**config.mk**
```make
export PLATFORM = sky130hd
export DESIGN_NAME = marching_squares_cell_unit
export DESIGN_NICKNAME = d
export VERILOG_FILES = /design/src/sv/msc_pkg.sv /design/src/sv/msc_frac_div.sv /design/src/sv/msc_seg_out.sv /design/src/sv/marching_squares_cell_unit.sv
export SDC_FILE = /design/constraint.sdc
export NUM_CORES = 2
export LEC_CHECK = 0
export BUFFER_PORTS_ARGS = -buffer_cell sky130_fd_sc_hd__buf_2
export CORE_ASPECT_RATIO = 0.6
export CORE_MARGIN = 3
export CORE_UTILIZATION = 34
export DETAILED_ROUTE_END_ITERATION = 8
export PLACE_DENSITY_LB_ADDON = 0.3
export SLEW_MARGIN = 20
export SYNTH_ARGS = -nofsm -noshare
export SYNTH_HDL_FRONTEND = slang
export SYNTH_SLANG_ARGS = --single-unit
export TNS_END_PERCENT = 50
```
**constraint.sdc**
```tcl
create_clock -name clk -period 16.2 [get_ports clk]
set_input_delay 0 -clock clk [delete_from_list [all_inputs] [get_ports clk]]
set_output_delay 0 -clock clk [all_outputs]
set_load 0.005 [all_outputs]
```
**src/sv/msc_pkg.sv**
```systemverilog
// ----------------------------------------------------------------------------
// msc_pkg
// Shared types, constants and case tables for the marching squares cell unit.
// ----------------------------------------------------------------------------
package msc_pkg;

	// fixed port widths
	localparam int unsigned COORD_W       = 8;
	localparam int unsigned SAMPLE_PORT_W = 16;
	localparam int unsigned POINT_W       = 16;
	localparam int unsigned CASE_W        = 4;
	localparam int unsigned FRAC_W        = 8;

	// defaults for the top-level parameters
	localparam int unsigned GRID_CELLS_DEF  = 256;
	localparam int unsigned SAMPLE_BITS_DEF = 16;

	// divider pipeline: quotient bits retired per stage, and stage count
	localparam int unsigned BITS_PER_STAGE = 2;
	localparam int unsigned DIV_STAGES     = FRAC_W / BITS_PER_STAGE;

	localparam int unsigned NUM_EDGES = 4;

	// edge codes (bottom ll->lr, left ll->ul, right lr->ur, top ul->ur)
	typedef logic [1:0] edge_t;
	localparam edge_t EDGE_BOTTOM = 2'd0;
	localparam edge_t EDGE_LEFT   = 2'd1;
	localparam edge_t EDGE_RIGHT  = 2'd2;
	localparam edge_t EDGE_TOP    = 2'd3;

	typedef logic [FRAC_W-1:0] frac_t;
	typedef logic [POINT_W-1:0] point_t;

	// cell info that travels down the pipeline beside the divider lanes
	typedef struct packed {
		logic [COORD_W-1:0] col;
		logic [COORD_W-1:0] row;
		logic [CASE_W-1:0]  idx;
	} cell_t;

	// one line segment
	typedef struct packed {
		point_t sx;
		point_t sy;
		point_t ex;
		point_t ey;
	} seg_t;

	// number of segments a case emits
	function automatic logic [1:0] seg_count(input logic [CASE_W-1:0] idx);
		logic [1:0] n;
		case (idx) inside
			4'd0, 4'd15: n = 2'd0;
			4'd5, 4'd10: n = 2'd2;
			default:     n = 2'd1;
		endcase
		return n;
	endfunction

	// edge for a case at slot: 0/1 first segment, 2/3 second segment
	function automatic edge_t seg_edge(input logic [CASE_W-1:0] idx, input logic [1:0] slot);
		edge_t a, b, c, d;
		a = EDGE_BOTTOM; b = EDGE_BOTTOM; c = EDGE_BOTTOM; d = EDGE_BOTTOM;
		case (idx) inside
			4'd1, 4'd14: begin a = EDGE_LEFT;   b = EDGE_TOP;    end
			4'd2, 4'd13: begin a = EDGE_RIGHT;  b = EDGE_TOP;    end
			4'd3, 4'd12: begin a = EDGE_LEFT;   b = EDGE_RIGHT;  end
			4'd4, 4'd11: begin a = EDGE_BOTTOM; b = EDGE_RIGHT;  end
			4'd6, 4'd9:  begin a = EDGE_TOP;    b = EDGE_BOTTOM; end
			4'd7, 4'd8:  begin a = EDGE_BOTTOM; b = EDGE_LEFT;   end
			4'd5: begin
				a = EDGE_BOTTOM; b = EDGE_RIGHT; c = EDGE_LEFT; d = EDGE_TOP;
			end
			4'd10: begin
				a = EDGE_BOTTOM; b = EDGE_LEFT; c = EDGE_RIGHT; d = EDGE_TOP;
			end
			default: begin end
		endcase
		case (slot)
			2'd0:    return a;
			2'd1:    return b;
			2'd2:    return c;
			default: return d;
		endcase
	endfunction

endpackage

```
**src/sv/msc_frac_div.sv**
```systemverilog
// ----------------------------------------------------------------------------
// msc_frac_div
// Pipelined restoring divider for one edge: frac = (num << 8) / den, 0.8
// unsigned, saturating at 255/256. den is nonzero on any crossed edge.
// ----------------------------------------------------------------------------
module msc_frac_div #(
	parameter int unsigned DW = 17
) (
	input  logic                                  clk,
	input  logic [msc_pkg::DIV_STAGES-1:0]        en,
	input  logic [DW-1:0]                         num,
	input  logic [DW-1:0]                         den,
	output msc_pkg::frac_t                        frac
);
	import msc_pkg::*;

	logic [DW-1:0] rem_in  [DIV_STAGES];
	frac_t         quo_in  [DIV_STAGES];
	logic [DW-1:0] den_in  [DIV_STAGES];
	logic          ovf_in  [DIV_STAGES];

	logic [DW-1:0] rem_sn  [DIV_STAGES];
	frac_t         quo_sn  [DIV_STAGES];
	logic [DW-1:0] den_sn  [DIV_STAGES];
	logic          ovf_sn  [DIV_STAGES];

	// seed: a quotient of one or more saturates
	always_comb begin
		rem_in[0] = (num >= den) ? '0 : num;
		quo_in[0] = '0;
		den_in[0] = den;
		ovf_in[0] = (num >= den) && (den != '0);
	end

	for (genvar g = 0; g < DIV_STAGES; g++) begin : g_stage
		logic [DW-1:0] rem_nx;
		frac_t         quo_nx;

		if (g > 0) begin : g_link
			always_comb begin
				rem_in[g] = rem_sn[g-1];
				quo_in[g] = quo_sn[g-1];
				den_in[g] = den_sn[g-1];
				ovf_in[g] = ovf_sn[g-1];
			end
		end

		// BITS_PER_STAGE shift-subtract steps
		always_comb begin
			logic [DW:0] r2;
			rem_nx = rem_in[g];
			quo_nx = quo_in[g];
			for (int k = 0; k < BITS_PER_STAGE; k++) begin
				r2 = {rem_nx, 1'b0};
				if (r2 >= {1'b0, den_in[g]}) begin
					r2     = r2 - {1'b0, den_in[g]};
					quo_nx = {quo_nx[FRAC_W-2:0], 1'b1};
				end else begin
					quo_nx = {quo_nx[FRAC_W-2:0], 1'b0};
				end
				rem_nx = r2[DW-1:0];
			end
		end

		always_ff @(posedge clk) begin
			if (en[g]) begin
				rem_sn[g] <= rem_nx;
				quo_sn[g] <= quo_nx;
				den_sn[g] <= den_in[g];
				ovf_sn[g] <= ovf_in[g];
			end
		end
	end

	assign frac = ovf_sn[DIV_STAGES-1] ? '1 : quo_sn[DIV_STAGES-1];

endmodule

```
**src/sv/msc_seg_out.sv**
```systemverilog
// ----------------------------------------------------------------------------
// msc_seg_out
// Output stage: forms the edge crossing points of a cell and hands out its
// one or two segments, one transfer each.
// ----------------------------------------------------------------------------
module msc_seg_out (
	input  logic                                  clk,
	input  logic                                  arst_n,
	input  logic                                  cell_valid,
	input  msc_pkg::cell_t                        cell_in,
	input  logic [msc_pkg::NUM_EDGES-1:0][msc_pkg::FRAC_W-1:0] frac,
	output logic                                  take,
	output logic                                  out_valid,
	input  logic                                  out_ready,
	output msc_pkg::seg_t                         seg,
	output logic [msc_pkg::CASE_W-1:0]            case_index,
	output logic                                  last_segment
);
	import msc_pkg::*;

	logic        hold_q;
	logic        seg_q;
	logic        two_q;
	logic [CASE_W-1:0] idx_q;
	seg_t        seg0_q;
	seg_t        seg1_q;

	point_t      px [NUM_EDGES];
	point_t      py [NUM_EDGES];
	seg_t        seg0_nx;
	seg_t        seg1_nx;

	// crossing point per edge; right and top lines saturate past 255.0
	always_comb begin
		logic [POINT_W:0] bx, by, s;
		bx = {1'b0, cell_in.col, 8'h00};
		by = {1'b0, cell_in.row, 8'h00};
		for (int e = 0; e < NUM_EDGES; e++) begin
			px[e] = bx[POINT_W-1:0];
			py[e] = by[POINT_W-1:0];
		end
		s = bx + {{(POINT_W+1-FRAC_W){1'b0}}, frac[EDGE_BOTTOM]};
		px[EDGE_BOTTOM] = s[POINT_W-1:0];
		s = by + {{(POINT_W+1-FRAC_W){1'b0}}, frac[EDGE_LEFT]};
		py[EDGE_LEFT] = s[POINT_W-1:0];
		s = bx + (POINT_W+1)'(256);
		px[EDGE_RIGHT] = s[POINT_W] ? '1 : s[POINT_W-1:0];
		s = by + {{(POINT_W+1-FRAC_W){1'b0}}, frac[EDGE_RIGHT]};
		py[EDGE_RIGHT] = s[POINT_W-1:0];
		s = bx + {{(POINT_W+1-FRAC_W){1'b0}}, frac[EDGE_TOP]};
		px[EDGE_TOP] = s[POINT_W-1:0];
		s = by + (POINT_W+1)'(256);
		py[EDGE_TOP] = s[POINT_W] ? '1 : s[POINT_W-1:0];
	end

	// pick the endpoints of both segments by case
	always_comb begin
		edge_t e0, e1, e2, e3;
		e0 = seg_edge(cell_in.idx, 2'd0);
		e1 = seg_edge(cell_in.idx, 2'd1);
		e2 = seg_edge(cell_in.idx, 2'd2);
		e3 = seg_edge(cell_in.idx, 2'd3);
		seg0_nx = '{sx: px[e0], sy: py[e0], ex: px[e1], ey: py[e1]};
		seg1_nx = '{sx: px[e2], sy: py[e2], ex: px[e3], ey: py[e3]};
	end

	assign last_segment = !two_q || seg_q;
	assign out_valid    = hold_q;
	assign take         = !hold_q || (out_ready && last_segment);
	assign seg          = seg_q ? seg1_q : seg0_q;
	assign case_index   = idx_q;

	// control: hold a cell until its last segment transfers
	always_ff @(posedge clk or negedge arst_n) begin
		if (!arst_n) begin
			hold_q <= 1'b0;
			seg_q  <= 1'b0;
		end else if (take) begin
			hold_q <= cell_valid && (seg_count(cell_in.idx) != 2'd0);
			seg_q  <= 1'b0;
		end else if (out_ready) begin
			seg_q  <= 1'b1;
		end
	end

	// payload
	always_ff @(posedge clk) begin
		if (take) begin
			two_q  <= (seg_count(cell_in.idx) == 2'd2);
			idx_q  <= cell_in.idx;
			seg0_q <= seg0_nx;
			seg1_q <= seg1_nx;
		end
	end

	// a first segment of a two-segment cell is followed by its last
	a_second_follows: assert property (@(posedge clk) disable iff (!arst_n)
		out_valid && out_ready && !last_segment |=> out_valid && last_segment)
		else $error("second segment missing");

	// empty cases never reach the output
	a_no_empty: assert property (@(posedge clk) disable iff (!arst_n)
		out_valid |-> (case_index != 4'd0) && (case_index != 4'd15))
		else $error("empty case emitted");

	// a stalled result holds
	a_stall_hold: assert property (@(posedge clk) disable iff (!arst_n)
		out_valid && !out_ready |=> out_valid && $stable(seg) && $stable(last_segment))
		else $error("stalled result changed");

endmodule

```
**src/sv/marching_squares_cell_unit.sv**
```systemverilog
// ----------------------------------------------------------------------------
// marching_squares_cell_unit
// Marching squares cell: isoline segments with linear edge interpolation.
// ----------------------------------------------------------------------------
// Usage:
//   Input channel (in_valid/in_ready) carries one grid cell per transfer:
//   lower-left column/row and the four corner samples. Output channel
//   (out_valid/out_ready) carries one segment per transfer, endpoints in
//   8.8 grid units, with the cell's case index and last_segment set on the
//   final segment of the cell. A cell with all corners inside or all
//   outside produces no transfer; the two saddle cells produce two.
//   The first segment passes through six registers after the input transfer
//   (one prep stage, four divider stages retiring two quotient bits each,
//   one output register).
//   One cell per cycle for single-segment cells while out_ready is high; a
//   two-segment cell holds the single output port for both its segments.
//   Reset clears all valid bits; the pipeline is empty afterward.
//   When the receiver stalls, stages fill up behind the output register and
//   in_ready drops once every stage is occupied; nothing is lost.
// ----------------------------------------------------------------------------
module marching_squares_cell_unit #(
	parameter int unsigned GRID_CELLS  = msc_pkg::GRID_CELLS_DEF,
	parameter int unsigned SAMPLE_BITS = msc_pkg::SAMPLE_BITS_DEF
) (
	input  logic                                  clk,
	input  logic                                  arst_n,
	input  logic                                  in_valid,
	output logic                                  in_ready,
	input  logic [msc_pkg::COORD_W-1:0]           cell_col,
	input  logic [msc_pkg::COORD_W-1:0]           cell_row,
	input  logic signed [msc_pkg::SAMPLE_PORT_W-1:0] val_lower_left,
	input  logic signed [msc_pkg::SAMPLE_PORT_W-1:0] val_lower_right,
	input  logic signed [msc_pkg::SAMPLE_PORT_W-1:0] val_upper_right,
	input  logic signed [msc_pkg::SAMPLE_PORT_W-1:0] val_upper_left,
	output logic                                  out_valid,
	input  logic                                  out_ready,
	output logic [msc_pkg::POINT_W-1:0]           start_x,
	output logic [msc_pkg::POINT_W-1:0]           start_y,
	output logic [msc_pkg::POINT_W-1:0]           end_x,
	output logic [msc_pkg::POINT_W-1:0]           end_y,
	output logic [msc_pkg::CASE_W-1:0]            case_index,
	output logic                                  last_segment
);
	import msc_pkg::*;

	localparam int unsigned SB = SAMPLE_BITS;
	localparam int unsigned DW = SB + 1;
	localparam logic [COORD_W-1:0] COORD_MAX = COORD_W'(GRID_CELLS - 1);

	logic signed [SB-1:0] smp [NUM_EDGES];
	logic [DW-1:0] num_nx [NUM_EDGES];
	logic [DW-1:0] den_nx [NUM_EDGES];
	cell_t         cell_nx;

	logic          vld_s1, vld_s2, vld_s3, vld_s4, vld_s5;
	logic          rdy1, rdy2, rdy3, rdy4, rdy5;
	cell_t         cell_s1, cell_s2, cell_s3, cell_s4, cell_s5;
	logic [DW-1:0] num_s1 [NUM_EDGES];
	logic [DW-1:0] den_s1 [NUM_EDGES];

	logic [NUM_EDGES-1:0][FRAC_W-1:0] frac;
	logic          take;
	seg_t          seg;

	// sample width: low SAMPLE_BITS of the port, zero-filled above it
	always_comb begin
		logic [SB+SAMPLE_PORT_W-1:0] ext;
		ext = {{SB{1'b0}}, val_lower_left};  smp[0] = ext[SB-1:0];
		ext = {{SB{1'b0}}, val_lower_right}; smp[1] = ext[SB-1:0];
		ext = {{SB{1'b0}}, val_upper_right}; smp[2] = ext[SB-1:0];
		ext = {{SB{1'b0}}, val_upper_left};  smp[3] = ext[SB-1:0];
	end

	// prep: case index, clamped coordinates, |vs| and |vs - ve| per edge
	always_comb begin
		logic signed [DW-1:0] vs, ve, d;
		cell_nx.col = (32'(cell_col) >= GRID_CELLS) ? COORD_MAX : cell_col;
		cell_nx.row = (32'(cell_row) >= GRID_CELLS) ? COORD_MAX : cell_row;
		cell_nx.idx = {!smp[0][SB-1], !smp[1][SB-1], !smp[2][SB-1], !smp[3][SB-1]};
		for (int e = 0; e < NUM_EDGES; e++) begin
			case (e)
				EDGE_BOTTOM: begin vs = DW'(smp[0]); ve = DW'(smp[1]); end
				EDGE_LEFT:   begin vs = DW'(smp[0]); ve = DW'(smp[3]); end
				EDGE_RIGHT:  begin vs = DW'(smp[1]); ve = DW'(smp[2]); end
				default:     begin vs = DW'(smp[3]); ve = DW'(smp[2]); end
			endcase
			d = vs - ve;
			num_nx[e] = vs[DW-1] ? DW'(-vs) : DW'(vs);
			den_nx[e] = d[DW-1]  ? DW'(-d)  : DW'(d);
		end
	end

	// backpressure chain: a stage loads when empty or when its successor loads
	assign rdy5     = !vld_s5 || take;
	assign rdy4     = !vld_s4 || rdy5;
	assign rdy3     = !vld_s3 || rdy4;
	assign rdy2     = !vld_s2 || rdy3;
	assign rdy1     = !vld_s1 || rdy2;
	assign in_ready = rdy1;

	// valid bits
	always_ff @(posedge clk or negedge arst_n) begin
		if (!arst_n) begin
			vld_s1 <= 1'b0;
			vld_s2 <= 1'b0;
			vld_s3 <= 1'b0;
			vld_s4 <= 1'b0;
			vld_s5 <= 1'b0;
		end else begin
			if (rdy1) vld_s1 <= in_valid;
			if (rdy2) vld_s2 <= vld_s1;
			if (rdy3) vld_s3 <= vld_s2;
			if (rdy4) vld_s4 <= vld_s3;
			if (rdy5) vld_s5 <= vld_s4;
		end
	end

	// cell payload beside the divider lanes
	always_ff @(posedge clk) begin
		if (rdy1) begin
			cell_s1 <= cell_nx;
			for (int e = 0; e < NUM_EDGES; e++) begin
				num_s1[e] <= num_nx[e];
				den_s1[e] <= den_nx[e];
			end
		end
		if (rdy2) cell_s2 <= cell_s1;
		if (rdy3) cell_s3 <= cell_s2;
		if (rdy4) cell_s4 <= cell_s3;
		if (rdy5) cell_s5 <= cell_s4;
	end

	// one divider lane per edge
	for (genvar e = 0; e < NUM_EDGES; e++) begin : g_lane
		msc_frac_div #(.DW(DW)) u_div (
			.clk  (clk),
			.en   ({rdy5, rdy4, rdy3, rdy2}),
			.num  (num_s1[e]),
			.den  (den_s1[e]),
			.frac (frac[e])
		);
	end

	msc_seg_out u_out (
		.clk          (clk),
		.arst_n       (arst_n),
		.cell_valid   (vld_s5),
		.cell_in      (cell_s5),
		.frac         (frac),
		.take         (take),
		.out_valid    (out_valid),
		.out_ready    (out_ready),
		.seg          (seg),
		.case_index   (case_index),
		.last_segment (last_segment)
	);

	assign start_x = seg.sx;
	assign start_y = seg.sy;
	assign end_x   = seg.ex;
	assign end_y   = seg.ey;

	// a stalled last stage keeps its cell
	a_s5_hold: assert property (@(posedge clk) disable iff (!arst_n)
		vld_s5 && !rdy5 |=> vld_s5 && $stable(cell_s5))
		else $error("stage 5 lost its cell under stall");

	// input is refused only when every stage is occupied
	a_full_only: assert property (@(posedge clk) disable iff (!arst_n)
		!in_ready |-> vld_s1 && vld_s2 && vld_s3 && vld_s4 && vld_s5 && out_valid)
		else $error("input refused with a free stage");

	// an accepted cell reaches stage 2 next cycle when stage 2 is free
	a_advance: assert property (@(posedge clk) disable iff (!arst_n)
		vld_s1 && rdy2 |=> vld_s2)
		else $error("stage 1 cell dropped");

endmodule
```
==> impl_metrics.json <==
{
  "period_needed_ns": 8.51,
  "drt_iter0_markers": 5571,
  "rr_worst_depth": 27,
  "drv_cap": 0,
  "rsz0062_at_grt": "no",
  "end_kind": "flip-flop",
  "synth.area.top_cells": "edfxtp_1 (40%), ha_1 (13%), mux2_2 (5.8%)",
  "slew_headroom_pct": 20.0,
  "ys_seq_area_share_pct": 40.0,
  "fp.dieW_um": 567,
  "setup_viol_count_final": 0,
  "start_kind": "flip-flop",
  "die-area_um2": 194000,
  "worst_slack_ns": 7.69,
  "critPathRequiredTime_ns": 16.66,
  "cts.clk_slew.worst_paths_ns": 0.07,
  "fin_skew_ns": 0.0776,
  "worstPathArrival_ns": 8.97,
  "post_cts_buffers": 0,
  "grt_overflow": 0,
  "multi_input_area_um2": 36100,
  "synth-main-ff-cell": "edfxtp_1",
  "whs_path_depth": 4,
  "antenna_found_initial": 13,
  "drc": 0,
  "synthArstFlopShare_pct": 0.818,
  "layout_common_cells": "edfxtp_1 (849), ha_1 (665), inv_1 (505), a21oi_1 (463), nor2_1 (456)",
  "viasPerCell": 5.48,
  "grtUsageTotal_pct": 19.3,
  "regArea_um2": 25700,
  "netlist_instances": 6286,
  "tns_ns": 0,
  "design.core.area_um2": 186000,
  "root_buffer": "clkbuf_16",
  "synthDominantCellAreaShare_pct": 39.7,
  "avgSynthCellArea_um2": 10.2,
  "postRouteAntennaNets": 0,
  "ys_ff_latch": 856,
  "final_max_slew_viol_count": 0,
  "row_count": 122,
  "start_util_pct": 34.5,
  "pin_count": 155,
  "r2r-start": "den_s1[2][0]$_DFFE_PP_",
  "finalNetCount": 7315,
  "min_to": "u_out.seg_q$_DFFE_PN0P_",
  "cts_sinks": 856,
  "hpwl_um": 153000,
  "fillers": 18100,
  "wire_per_inst_um": 21.2,
  "clockBufferDepth": 3,
  "numCtsBuffers": 89,
  "die_height_um": 343,
  "tightest_slew_ns": 1.19,
  "min-delay-start": "out_ready",
  "syn_area_um2": 64300,
  "cts_tree": "done",
  "route.vias.total": 49900,
  "hp-class": "in2reg",
  "min_period_over_period_pct": 52.5,
  "reg2reg_to": "g_lane[2].u_div.rem_sn[0][9]$_DFFE_PP_",
  "cp_max_fo": 18,
  "grt_start_max_net_pins": 74,
  "yosysTopAreaCell": "edfxtp_1",
  "h-tree-depth": 3,
  "routabilityCongestion": 0.929,
  "reg2reg_slack_ns": 7.69,
  "clk-insertion-delay-late_ns": 0.74,
  "portBuffers": 154,
  "cts-resized-gates": 0,
  "ys_types": 104,
  "drt_wl_total_um": 193000,
  "clock.fmax_ghz": 0.118,
  "drive_gt1_share_pct": 11.9,
  "area_growth_pct": 12.1,
  "layout_commonest_cell": "edfxtp_1",
  "status": "completed",
  "grt_pass1_vias": 45800,
  "final-hold-violation-count": 0,
  "dp_slack_ns": 7.72,
  "critPathKind": "reg2reg",
  "yosys_warnings": 0,
  "grt_first_pass_wirelength_um": 289000,
  "synth_edf_count": 849,
  "firstDrtPassIters": 6
}
==> repair_timing <==
| action | CTS | global route |
|---|---|---|
| setup endpoints to repair | 0 | 0 |
| hold buffers | 116 | 0 |
| endpoints found under the hold margin | 85 | 0 |
==> flip-flops by register name, indices dropped and copies added (netlist names), 4 cells and up <==
register,count
cell_s4,20
cell_s2,20
g_lane.u_div.den_sn,204
den_s1,68
cell_s3,20
cell_s1,20
u_out.case_index,4
cell_s5,20
g_lane.u_div.ovf_sn,16
u_out.seg0_q,64
g_lane.u_div.rem_sn,204
g_lane.u_div.quo_sn,80
num_s1,51
u_out.seg1_q,57
==> worst max path at each step <==
stage | start | depth (start not counted) | slack, ns | to
floorplan | u_out.seg_q$_DFFE_PN0P_ | 6 | 4.97 | cell_s1[0]$_DFFE_PP_
global placement | den_s1[2][0]$_DFFE_PP_ | 27 | 7.71 | g_lane[2].u_div.rem_sn[0][9]$_DFFE_PP_
detailed placement | den_s1[2][0]$_DFFE_PP_ | 27 | 7.72 | g_lane[2].u_div.rem_sn[0][9]$_DFFE_PP_
CTS | den_s1[2][0]$_DFFE_PP_ | 27 | 7.68 | g_lane[2].u_div.rem_sn[0][9]$_DFFE_PP_
global route | den_s1[2][0]$_DFFE_PP_ | 27 | 6.95 | g_lane[2].u_div.rem_sn[0][9]$_DFFE_PP_
finish | den_s1[2][0]$_DFFE_PP_ | 27 | 7.69 | g_lane[2].u_div.rem_sn[0][9]$_DFFE_PP_
==> through the flow <==
stage                     hold WS, ns  util [%]  instance area, um^2  instances
after floorplan                -0.296         -                64300       6288
after global placement         -0.156      36.4                67800       8819
after detailed placement       -0.148      36.4                67800       8819
after CTS                      0.0140      38.7                72000       9102
after global routing           0.0787      38.7                72000       9104
final                          0.0714      38.7                72000       9105
==> synthesized netlist by cell type (all sizes together) (110+ instances only) <==
master	n
edfxtp	849
ha	665
inv	510
a21oi	472
nor2	457
mux2	343
xnor2	342
nand2	316
o21ai	304
a21o	184
xor2	159
nor3	148
nand3	110
==> critical path, stage by stage, from the launching register on <==
cell and delay [ns]:
edfxtp_1 0.59, ha_1 0.38, nor2b_1 0.04, o21ai_0 0.19
a21oi_1 0.11, o211ai_1 0.22, a211oi_1 0.15, or2_2 0.45
and2_1 0.23, ha_1 0.40, o211ai_1 0.15, o211ai_1 0.27
a41oi_2 0.23, o21ai_1 0.26, inv_1 0.06, a31oi_1 0.26
or2_1 0.69, mux2_2 0.46, ha_1 0.38, and4_1 0.23
a21oi_1 0.19, a31oi_1 0.17, o211ai_1 0.26, a21oi_1 0.10
a2111oi_0 0.56, o31ai_1 0.20, or2_1 0.57, mux2_1 0.45
==> metal layers <==
layer	wire length, um	track usage, %
met4	2890	3.26
met1	103000	32.2
met5	44	0
met3	19900	5.28
met2	67300	23.6
==> area by class of cell <==
| class | instances | area share (%) |
|---|---|---|
| clock inverters | 65 | 1.08 |
| flip-flops and latches | 856 | 35.6 |
| clock buffers | 102 | 3.16 |
| repair buffers | 299 | 2.98 |
| well taps | 2480 | 4.31 |
| multi-input cells | 4790 | 50.2 |
| inverters | 510 | 2.67 |
| diodes | 3 | 0.0104 |
==> cell families (layout without fill, tap and decap cells) <==
family                   Yosys count  after routing  synth area share [%]
other                              1              6               0.00584
AO/OA/AOI/OAI                   1632           1632                  16.9
adder cells (fa/ha/maj)          685            685                  13.6
XOR/XNOR                         501            501                  6.83
multiplexers                     368            368                  6.45
flip-flops                       856            856                  40.0
AND/OR/NAND/NOR                 1601           1601                  12.3
buffers and inverters            642            976                  3.98
Power is not shown: default switching activity piles up to over one toggle a cycle in this logic, so the estimate is an artifact.
